File: src/rtl/csvt_pkg.sv
// Package: item types, byte constants and register indexes of the CSV tokenizer.
`default_nettype none
package csvt_pkg;

   localparam int unsigned BYTE_W = 8;
   localparam int unsigned KIND_W = 2;
   localparam int unsigned CSR_INDEX_W = 2;
   localparam int unsigned CSR_DATA_W = 8;
   localparam int unsigned MAX_RES = 3;
   localparam int unsigned RES_CNT_W = 2;

   localparam logic [KIND_W-1:0] KIND_DATA = 2'd0;
   localparam logic [KIND_W-1:0] KIND_FIELD = 2'd1;
   localparam logic [KIND_W-1:0] KIND_RECORD = 2'd2;

   localparam logic [CSR_INDEX_W-1:0] CSR_FIELD_DELIMITER = 2'd0;
   localparam logic [CSR_INDEX_W-1:0] CSR_QUOTE_BYTE = 2'd1;
   localparam logic [CSR_INDEX_W-1:0] CSR_BOM_SKIP_ENABLE = 2'd2;

   localparam logic [BYTE_W-1:0] DELIM_RESET = 8'd44;
   localparam logic [BYTE_W-1:0] QUOTE_RESET = 8'd34;

   localparam logic [BYTE_W-1:0] BOM_BYTE0 = 8'hEF;
   localparam logic [BYTE_W-1:0] BOM_BYTE1 = 8'hBB;
   localparam logic [BYTE_W-1:0] BOM_BYTE2 = 8'hBF;
   localparam logic [BYTE_W-1:0] CHAR_LF = 8'h0A;
   localparam logic [BYTE_W-1:0] CHAR_CR = 8'h0D;

   localparam logic [1:0] BOM_EXPECT0 = 2'd0;
   localparam logic [1:0] BOM_HELD0 = 2'd1;
   localparam logic [1:0] BOM_HELD1 = 2'd2;
   localparam logic [1:0] BOM_DONE = 2'd3;

   typedef struct packed {
      logic [BYTE_W-1:0] in_byte;
      logic              end_of_input;
   } req_type;

   typedef struct packed {
      logic [KIND_W-1:0] out_kind;
      logic [BYTE_W-1:0] out_byte;
      logic              open_quote_at_end;
      logic              last_of_run;
   } rsp_type;

endpackage
`default_nettype wire

File: src/rtl/csv_record_tokenizer.sv
// Top level: byte-serial CSV tokenizer with BOM skip and a result bundle register.
//
//   channel   ports                           direction   payload
//   req       req_valid req_stall req_item    in          in_byte, end_of_input
//   rsp       rsp_valid rsp_stall rsp_item    out         kind, byte, open quote, last
//   csr       csr_we csr_index csr_wdata      in          write only
//
// An item is tokenized in the cycle it is accepted and its results land in the
// bundle register; they leave one per cycle, so the block takes one item per cycle
// while each item yields at most one result; one with more holds the next until
// its last result leaves. Items without results pass whenever the bundle drains.
// Reset clears the tokenizer state, the bundle and the registers to their defaults.
// A stall on rsp holds the bundle and, through req_stall, the next item.
`default_nettype none
module csv_record_tokenizer
   import csvt_pkg::*;
(
   input  wire logic                   clock,
   input  wire logic                   reset,
   input  wire logic                   req_valid,
   output logic                        req_stall,
   input  wire req_type                req_item,
   output logic                        rsp_valid,
   input  wire logic                   rsp_stall,
   output rsp_type                     rsp_item,
   input  wire logic                   csr_we,
   input  wire logic [CSR_INDEX_W-1:0] csr_index,
   input  wire logic [CSR_DATA_W-1:0]  csr_wdata
);

   typedef struct packed {
      logic in_quote;
      logic quote_pending;
      logic record_started;
   } tok_state_type;

   typedef struct packed {
      tok_state_type st;
      logic          hit;
      rsp_type       res;
   } feed_type;

   function automatic rsp_type make_res(logic [KIND_W-1:0] kind, logic [BYTE_W-1:0] b,
                                        logic oq);
      rsp_type r;
      r.out_kind = kind;
      r.out_byte = (kind == KIND_DATA) ? b : '0;
      r.open_quote_at_end = oq;
      r.last_of_run = 1'b0;
      return r;
   endfunction

   function automatic feed_type feed(tok_state_type st, logic [BYTE_W-1:0] b,
                                     logic [BYTE_W-1:0] delim, logic [BYTE_W-1:0] quote);
      feed_type f;
      logic     cont;
      f.st = st;
      f.hit = 1'b0;
      f.res = make_res(KIND_DATA, '0, 1'b0);
      cont = 1'b1;
      if (st.in_quote) begin
         cont = 1'b0;
         if (st.quote_pending) begin
            f.st.quote_pending = 1'b0;
            if (b == quote) begin
               f.hit = 1'b1;
               f.res = make_res(KIND_DATA, b, 1'b0);
            end else begin
               f.st.in_quote = 1'b0;
               cont = 1'b1;
            end
         end else if (b == quote) begin
            f.st.quote_pending = 1'b1;
         end else begin
            f.hit = 1'b1;
            f.res = make_res(KIND_DATA, b, 1'b0);
         end
      end
      if (cont) begin
         if (b == CHAR_CR || b == CHAR_LF) begin
            if (f.st.record_started) begin
               f.hit = 1'b1;
               f.res = make_res(KIND_RECORD, '0, 1'b0);
               f.st.record_started = 1'b0;
            end
         end else begin
            f.st.record_started = 1'b1;
            if (b == quote) begin
               f.st.in_quote = 1'b1;
            end else if (b == delim) begin
               f.hit = 1'b1;
               f.res = make_res(KIND_FIELD, '0, 1'b0);
            end else begin
               f.hit = 1'b1;
               f.res = make_res(KIND_DATA, b, 1'b0);
            end
         end
      end
      return f;
   endfunction

   logic [BYTE_W-1:0]    delim_ff;
   logic [BYTE_W-1:0]    quote_ff;
   logic                 bom_en_ff;
   tok_state_type        st_ff;
   tok_state_type        st_in;
   logic [1:0]           bom_phase_ff;
   logic [1:0]           bom_phase_in;
   logic                 bund_valid_ff;
   logic [RES_CNT_W-1:0] bund_cnt_ff;
   logic [RES_CNT_W-1:0] bund_idx_ff;
   rsp_type              bund_ent_ff [MAX_RES];
   rsp_type              ent_in [MAX_RES];
   logic [RES_CNT_W-1:0] cnt_in;

   logic                 accept;
   logic                 rsp_take;
   logic                 rsp_done;
   logic                 bund_free;
   logic                 bom_match;
   logic                 replay;
   logic                 slot_en [MAX_RES];
   logic [BYTE_W-1:0]    slot_byte [MAX_RES];
   feed_type             slot_f [MAX_RES];
   tok_state_type        eoi_st;
   logic                 slot_hit [MAX_RES];
   rsp_type              slot_res [MAX_RES];

   assign rsp_valid = bund_valid_ff;
   assign rsp_take = bund_valid_ff && !rsp_stall;
   assign rsp_done = rsp_take && (bund_idx_ff == bund_cnt_ff - RES_CNT_W'(1));
   assign bund_free = !bund_valid_ff || rsp_done;
   assign req_stall = !bund_free;
   assign accept = req_valid && !req_stall;

   always_comb begin
      rsp_item = bund_ent_ff[bund_idx_ff];
      rsp_item.last_of_run = (bund_idx_ff == bund_cnt_ff - RES_CNT_W'(1));
   end

   always_comb begin
      bom_match = 1'b0;
      if (bom_en_ff) begin
         case (bom_phase_ff)
            BOM_EXPECT0: bom_match = (req_item.in_byte == BOM_BYTE0);
            BOM_HELD0:   bom_match = (req_item.in_byte == BOM_BYTE1);
            BOM_HELD1:   bom_match = (req_item.in_byte == BOM_BYTE2);
            default:     bom_match = 1'b0;
         endcase
      end
      replay = req_item.end_of_input || (bom_phase_ff != BOM_DONE && !bom_match);

      slot_en[0] = replay && (bom_phase_ff == BOM_HELD0 || bom_phase_ff == BOM_HELD1);
      slot_byte[0] = BOM_BYTE0;
      slot_en[1] = replay && (bom_phase_ff == BOM_HELD1);
      slot_byte[1] = BOM_BYTE1;
      slot_en[2] = !req_item.end_of_input && (bom_phase_ff == BOM_DONE || !bom_match);
      slot_byte[2] = req_item.in_byte;

      slot_f[0] = feed(st_ff, slot_byte[0], delim_ff, quote_ff);
      slot_hit[0] = slot_en[0] && slot_f[0].hit;
      slot_res[0] = slot_f[0].res;
      slot_f[1] = feed(slot_en[0] ? slot_f[0].st : st_ff, slot_byte[1], delim_ff,
                       quote_ff);
      slot_hit[1] = slot_en[1] && slot_f[1].hit;
      slot_res[1] = slot_f[1].res;
      eoi_st = slot_en[1] ? slot_f[1].st : (slot_en[0] ? slot_f[0].st : st_ff);
      slot_f[2] = feed(eoi_st, slot_byte[2], delim_ff, quote_ff);

      if (req_item.end_of_input) begin
         if (eoi_st.quote_pending) begin
            eoi_st.quote_pending = 1'b0;
            eoi_st.in_quote = 1'b0;
         end
         slot_hit[2] = eoi_st.record_started || eoi_st.in_quote;
         slot_res[2] = make_res(KIND_RECORD, '0, eoi_st.in_quote);
         st_in = '0;
         bom_phase_in = BOM_EXPECT0;
      end else begin
         slot_hit[2] = slot_en[2] && slot_f[2].hit;
         slot_res[2] = slot_f[2].res;
         st_in = slot_en[2] ? slot_f[2].st : st_ff;
         if (bom_phase_ff == BOM_DONE || !bom_match) begin
            bom_phase_in = BOM_DONE;
         end else begin
            bom_phase_in = bom_phase_ff + 2'd1;
         end
      end

      cnt_in = '0;
      for (int k = 0; k < MAX_RES; k++) begin
         ent_in[k] = slot_res[k];
      end
      for (int k = 0; k < MAX_RES; k++) begin
         if (slot_hit[k]) begin
            ent_in[cnt_in] = slot_res[k];
            cnt_in = cnt_in + RES_CNT_W'(1);
         end
      end
   end

   always_ff @(posedge clock) begin
      if (reset) begin
         delim_ff <= DELIM_RESET;
         quote_ff <= QUOTE_RESET;
         bom_en_ff <= 1'b1;
      end else if (csr_we) begin
         case (csr_index)
            CSR_FIELD_DELIMITER: delim_ff <= csr_wdata;
            CSR_QUOTE_BYTE:      quote_ff <= csr_wdata;
            CSR_BOM_SKIP_ENABLE: bom_en_ff <= csr_wdata[0];
            default:             ;
         endcase
      end
   end

   always_ff @(posedge clock) begin
      if (reset) begin
         st_ff <= '0;
         bom_phase_ff <= BOM_EXPECT0;
         bund_valid_ff <= 1'b0;
         bund_cnt_ff <= '0;
         bund_idx_ff <= '0;
      end else begin
         if (accept) begin
            st_ff <= st_in;
            bom_phase_ff <= bom_phase_in;
         end
         if (accept && cnt_in != '0) begin
            bund_valid_ff <= 1'b1;
            bund_cnt_ff <= cnt_in;
            bund_idx_ff <= '0;
         end else if (rsp_done) begin
            bund_valid_ff <= 1'b0;
         end else if (rsp_take) begin
            bund_idx_ff <= bund_idx_ff + RES_CNT_W'(1);
         end
      end
   end

   always_ff @(posedge clock) begin
      if (accept && cnt_in != '0) begin
         for (int k = 0; k < MAX_RES; k++) begin
            bund_ent_ff[k] <= ent_in[k];
         end
      end
   end

   a_idx_in_bundle: assert property (@(posedge clock) disable iff (reset)
      bund_valid_ff |-> (bund_cnt_ff != '0) && (bund_idx_ff < bund_cnt_ff))
      else $error("bundle index beyond result count");

   a_pending_in_quote: assert property (@(posedge clock) disable iff (reset)
      st_ff.quote_pending |-> st_ff.in_quote)
      else $error("pending quote outside quotes");

   a_eoi_clears: assert property (@(posedge clock) disable iff (reset)
      accept && req_item.end_of_input |=>
         (st_ff == '0) && (bom_phase_ff == BOM_EXPECT0))
      else $error("state not cleared after end of input");

   a_byte_zero: assert property (@(posedge clock) disable iff (reset)
      rsp_valid && (rsp_item.out_kind != KIND_DATA) |-> (rsp_item.out_byte == '0))
      else $error("nonzero byte on a field or record end");

endmodule
`default_nettype wire
File: config.mk
export PLATFORM = sky130hd
export DESIGN_NAME = csv_record_tokenizer
export DESIGN_NICKNAME = d
export VERILOG_FILES = /design/src/rtl/csvt_pkg.sv /design/src/rtl/csv_record_tokenizer.sv
export SDC_FILE = /design/constraint.sdc
export NUM_CORES = 1
export LEC_CHECK = 0
export ABC_CLOCK_PERIOD_IN_PS = 5610
export BUFFER_PORTS_ARGS = -buffer_cell sky130_fd_sc_hd__buf_4
export CAP_MARGIN = 5
export CELL_PAD_IN_SITES_DETAIL_PLACEMENT = 1
export CELL_PAD_IN_SITES_GLOBAL_PLACEMENT = 1
export CORE_MARGIN = 2
export CORE_UTILIZATION = 41
export CTS_CLUSTER_DIAMETER = 100
export DETAILED_ROUTE_END_ITERATION = 12
export GPL_TIMING_DRIVEN = 0
export HOLD_SLACK_MARGIN = 0.12
export PLACE_DENSITY = 0.76
export SLEW_MARGIN = 40
export SYNTH_ARGS = -nofsm -noshare
export SYNTH_HDL_FRONTEND = slang
export SYNTH_SLANG_ARGS = --single-unit
File: constraint.sdc
create_clock -name clock -period 5.61 [get_ports clock]
set_input_delay 1.4025 -clock clock [delete_from_list [all_inputs] [get_ports clock]]
set_output_delay 1.4025 -clock clock [all_outputs]
set_load 0.005 [all_outputs]
==> reports/results.ini, run 1 <==
[worst_setup_path]
r2r_end=bund_ent_ff[0][7]
crit_required_ns=5.60
reg2reg_slack_ns=0.69
reg2regPathDepth=15
crit_type=in2reg
worst_setup_path_end_kind=flop
cp-start-kind=input port
arrival_ns=5.22
path_max_fanout=33
rr_startpoint=bom_phase_ff[0]

[sta]
max_freq_ghz=0.191
period_share=0.932
slew_viol_final=0
fin_crit_ns=5.23
slew_headroom=0.491
fin_skew_ns=0.0125
hold-worst-slack_ns=0.499
rsz0062_at_grt=no
final-setup-viol-count=0
setup_ws_ns=0.384
worstMarginPinSlew_ns=0.763
final_hold_viol_count=0

[global_route]
grt_max_degree=34
grt_use_met1=0.269
grt_pass1_wl_um=17500
grt_pass1_vias=3519
antenna_found_initial=0
grt_overflow=0
grt.total_usage=0.219
use_met3=0.0356
grtUsageMet2=0.384
grt.busiest_layer=met2

[pwr]
p_per_area_mw_per_mm2=316
total_power_uw=1430
clkPwrFrac=0.256
leakagePower_uw=0.00183
seqPwrFrac=0.425
combPwrFrac=0.319
p_sw_frac=0.346
p_sw_uw=494
max-vdd-ir-drop_v=0.000140
p_int_uw=935

[clocking]
insertion_delay_ns=0.35
clock_sinks=62
cts_hold_buf=0
cts_htree_levels=3
cts.clk_slew.worst_paths_ns=0.07
ctsRootBufferMaster=clkbuf_8
clockBufferDepth=2
cts_tree=done
cts_made_buffers=9

[finish]
final_common_cell=nand2_1
area_growth_pct=15.3
mostFrequentLayoutCells=nand2_1 (41), nor2_1 (39), buf_4 (35)
fill_cells=1117
n_antenna_cell=0
nets=510
stdcell_count=607
stdcell_area_mm2=0.00453
drive_gt1_frac=0.161

[logic_synthesis]
syn_inst=428
ys.flop_type=edfxtp_1
yosysSeqAreaShare=0.400
async_flop_share=0
synth_cell_types=65
synth_nets=465
syn-cell-area_mm2=0.00393
synth_edf_count=33
synth-seq-cells=62
yosys_warnings=0
avgSynthCellArea_um2=9.18

[placed_design]
place_hpwl_um=8460
pre_cts_ws_ns=-0.169
gp_congestion=0.934
place.detailed.instances=591
numPortBuffers=34
placed_cell_area_mm2=0.00435

[drt]
vias=3393
drcViolationCount=0
wire_per_inst_um=18.0
drt_wl_total_um=10900
ant_nets=0
drt-vias-per-instance=5.59
dr.first_iter.drc_count=148
firstDrtPassIters=4

[floorplanning]
ios=38
core_area_mm2=0.00928
die_area_mm2=0.0104
rows=35
start_util=0.423
die_x_um=102
die_h_um=102

[run_status]
outcome=completed

[hold_path]
holdPathStages=2
worst_hold_path_type=reg2reg
min_to=bund_cnt_ff[1]
hold_start=bund_cnt_ff[1]

[run]
cap_viol_max_count=0

[cell type report]
| type | instances | area (µm²) | share of cell area |
|---|---|---|---|
| sequential | 62 | 1570 | 0.347 |
| clock inverter | 5 | 33.8 | 0.00746 |
| timing repair buffer | 34 | 255 | 0.0564 |
| multi-input combinational | 322 | 2190 | 0.484 |
| tap | 129 | 161 | 0.0356 |
| inverter | 29 | 111 | 0.0246 |
| clock buffer | 11 | 141 | 0.0312 |
| buffer | 15 | 63.8 | 0.0141 |
[what timing repair did]
action	CTS	global route
setup buffers	0	0
resized for setup	0	1
endpoints found under the setup margin	0	33
[metal layers]
| layer | wire length (µm) | vias up | part of all wire |
|---|---|---|---|
| met3 | 337 | 18 | 0.031 |
| met1 | 4900 | 1665 | 0.45 |
| met5 | 0 | - | 0 |
| li1 | - | 1646 | - |
| met2 | 5450 | 64 | 0.50 |
| met4 | 246 | 0 | 0.022 |
[critical path: stages]
cell	delay [ns]
buf_4	0.17
nand4b_2	0.18
or3_1	0.40
o2111a_2	0.30
mux2i_4	0.22
inv_4	0.10
ha_1	0.21
a21oi_1	0.13
a221oi_1	0.39
o22ai_1	0.25
o21ai_1	0.41
a21oi_1	0.12
a31oi_1	0.41
and2_4	0.51
[state kept, by name, summed over array words and instances (netlist names), named ones only]
register      count
delim_ff          8
rsp_valid         1
bund_idx_ff       2
st_ff             3
bund_cnt_ff       2
quote_ff          8
bom_phase_ff      2
bund_ent_ff      33
bom_en_ff         1
[per-stage QoR]
step	TNS (ns)	utilization
2_1_floorplan	0	-
3_3_place_gp	-18.19	0.468
3_5_place_dp	-5.52	0.468
4_1_cts	0	0.487
5_1_grt	0	0.488
6_report	0	0.488
[cell usage after synthesis, types with 4 or more instances]
library cell | count | area (µm²)
inv_1 | 27 | 101
nand3_1 | 9 | 45.0
ha_1 | 13 | 163
dfxtp_1 | 29 | 581
nor2_1 | 39 | 146
edfxtp_1 | 33 | 991
o22ai_1 | 5 | 31.3
clkbuf_1 | 8 | 30.0
nor3b_1 | 5 | 37.5
a211oi_1 | 6 | 45.0
or3_1 | 5 | 31.3
nand2_1 | 41 | 154
a21o_1 | 5 | 37.5
a21oi_1 | 26 | 130
xnor2_1 | 5 | 43.8
xor2_1 | 17 | 149
nor3_1 | 4 | 20.0
nor4_1 | 8 | 50.1
o21ai_0 | 27 | 135
o21bai_1 | 4 | 30.0
mux2i_1 | 30 | 300
[worst max path at each step]
stage                      from            endpoint  slack [ns]  cells past startpoint
CTS                 req_item[1]   bund_ent_ff[0][7]        0.19                     14
floorplan           req_item[1]  bund_ent_ff[0][10]        0.16                     14
detailed placement  req_item[1]  bund_ent_ff[0][10]       -0.17                     14
finish              req_item[1]   bund_ent_ff[0][7]        0.38                     14
global placement    req_item[1]   bund_ent_ff[1][5]       -0.55                     14
global route        req_item[7]   bund_ent_ff[0][7]        0.08                     14
[power groups by stage]
stage,Clock (µW),Sequential (µW),Combinational [µW]
CTS,369,610,454
detailed placement,0,620,451
finish,366,608,456
global route,389,615,505
global placement,0,616,437
floorplan,0,610,296
[logic make-up after synthesis]
kind of cell | after synthesis | synth area share
adder cells (fa/ha/maj) | 13 | 0.0414
XOR/XNOR | 22 | 0.0490
buffers and inverters | 44 | 0.0446
AND/OR/NAND/NOR | 141 | 0.182
AO/OA/AOI/OAI | 114 | 0.197
flip-flops | 62 | 0.400
multiplexers | 32 | 0.0860
(Power assumes the default switching activity.)
==> run 2: changes to the inputs <==
Settings changed: CORE_UTILIZATION 41 to 43, CTS_BUF_LIST set to sky130_fd_sc_hd__clkbuf_4, PLACE_DENSITY 0.76 to 0.79.
==> run 2 against run 1 <==
Effect of this change: clock skew rose by 0.0040 ns; critical path depth stayed put; non-clock buffer count did not move; sequential power about the same; count of clock-buffer cells in the layout down 2; combinational power hardly changed; fmax grew 2.3%; clock power is 2% lower; sequential cell count stayed put; register-to-register slack improved by 0.03 ns; global-route usage up 1.4 points; largest power group unchanged.
==> reports/results.ini, run 2 (synthesis gave the netlist of run 1 again) <==
[hold_path]
min_to=bund_cnt_ff[1]
hold_start=bund_cnt_ff[1]
worst_hold_path_type=reg2reg
holdPathStages=2

[drt]
drcViolationCount=0
ant_nets=0
drt_wl_total_um=10700
vias=3376
drt-vias-per-instance=5.76
wire_per_inst_um=18.2
dr.first_iter.drc_count=103
firstDrtPassIters=4

[pwr]
p_sw_uw=478
p_per_area_mw_per_mm2=316
clkPwrFrac=0.252
leakagePower_uw=0.00182
p_int_uw=940
seqPwrFrac=0.429
total_power_uw=1420
combPwrFrac=0.319
max-vdd-ir-drop_v=0.000134
p_sw_frac=0.337

[worst_setup_path]
path_max_fanout=33
rr_startpoint=bom_phase_ff[0]
crit_chain=buf_4 -> nand4b_2 -> or3_1 -> o2111a_2 -> mux2i_4 -> inv_4 -> ha_1 -> a21oi_1 -> a221oi_1 -> o22ai_1 -> o21ai_1 -> a21oi_1 -> a31oi_1 -> and2_4
r2r_end=bund_ent_ff[0][8]
cp_common_cell=a21oi_1
slowest_stage=and2_4
crit_required_ns=5.69
reg2reg_slack_ns=0.72
crit_type=in2reg
crit_path_max_incr_delay_ns=0.51
arrival_ns=5.18
worst_setup_path_end_kind=flop
cp-start-kind=input port
reg2regPathDepth=15
startpoint=req_item[1]

[sta]
final_hold_viol_count=0
fin_crit_ns=5.11
max_freq_ghz=0.196
rsz0062_at_grt=no
fin_skew_ns=0.0165
worstMarginPinSlew_ns=0.770
final-setup-viol-count=0
slew_viol_final=0
period_share=0.911
setup_ws_ns=0.502
slew_headroom=0.486

[global_route]
grt.total_usage=0.233
grt_overflow=0
grt_max_degree=34
antenna_found_initial=0
grt_pass1_wl_um=18200
grt_pass1_vias=3634

[floorplanning]
die_area_mm2=0.00992
rows=34
core_area_mm2=0.00881
die_h_um=99.6
start_util=0.446
ios=38
die_x_um=99.6

[clocking]
cts_hold_buf=0
cts_htree_levels=3
insertion_delay_ns=0.43
clock_sinks=62
cts_tree=done
cts_setup_buffers=0
cts_made_buffers=9
ctsRootBufferMaster=clkbuf_4
clockBufferDepth=2
cts.clk_slew.worst_paths_ns=0.11
cts_resized=0

[finish]
drive_gt1_frac=0.157
n_antenna_cell=0
largest_reg_flops=33
fill_cells=1056
post-route-util=0.509
mostFrequentLayoutCells=nand2_1 (41), nor2_1 (39), buf_4 (35)
largest_register=bund_ent_ff
final_common_cell=nand2_1
reg_top3=bund_ent_ff: 33 flops, delim_ff: 8 flops, quote_ff: 8 flops
nets=510
area_growth_pct=14.1

[run]
cap_viol_max_count=0

[placed_design]
gp_congestion=0.897
numPortBuffers=34
pre_cts_ws_ns=-0.0986
place_hpwl_um=8100

[run_status]
outcome=completed

-- run 2: cell count changes in the layout (fill, tap and decap cells not counted), sizes merged --
cell,previous run,this run
bufinv,0,2
clkbuf,19,17
clkinv,5,4
clkinvlp,0,1
-- run 2: layout make-up --
type / count / area [µm²] / area share
repair buffers: 34 / 255 / 0.0569
flip-flops and latches: 62 / 1570 / 0.351
clock inverters: 7 / 87.6 / 0.0195
well taps: 108 / 135 / 0.0301
inverters: 29 / 111 / 0.0248
plain buffers: 15 / 63.8 / 0.0142
multi-input cells: 322 / 2190 / 0.489
clock buffers: 9 / 67.6 / 0.0151
-- run 2: routing by layer --
layer	global-route usage	vias up	share of wire
li1	-	1654	-
met1	0.299	1652	0.47
met2	0.398	53	0.49
met3	0.0323	17	0.024
met4	0.0906	0	0.020
met5	0	-	0
-- run 2: worst max-delay path: cells and delay by family --
kind / cells / cell delay, ns
and+or+nand+nor: 3 / 1.10
AOI/OAI and AO/OA: 7 / 1.96
adders and majority gates: 1 / 0.22
muxes: 1 / 0.22
buffers and inverters: 2 / 0.27
-- run 2: through the flow --
stage          hold slack [ns]  TNS [ns]  std cells  instance area (µm²)
2_1_floorplan            0.452         0        428                 3930
3_3_place_gp             0.480    -14.81        570                 4320
3_5_place_dp             0.487     -3.20        570                 4330
4_1_cts                  0.503         0        586                 4480
5_1_grt                  0.536         0        586                 4480
6_report                 0.495         0        586                 4480
-- run 2: how the worst max path moves through the flow --
stage                     slack, ns                  to  cells after the start
after detailed placement       -0.1   bund_ent_ff[1][7]                     14
after global placement        -0.45   bund_ent_ff[0][7]                     14
after floorplan                0.16  bund_ent_ff[0][10]                     14
after global routing           0.12  bund_ent_ff[0][11]                     14
final                          0.50   bund_ent_ff[0][8]                     14
after CTS                      0.34   bund_ent_ff[1][5]                     14
-- run 2: power by group through the flow --
stage | Combinational (µW) | Clock, µW | Sequential, µW
5_1_grt | 509 | 378 | 617
2_1_floorplan | 296 | 0 | 610
4_1_cts | 453 | 363 | 610
6_report | 453 | 357 | 608
3_3_place_gp | 435 | 0 | 616
3_5_place_dp | 451 | 0 | 620
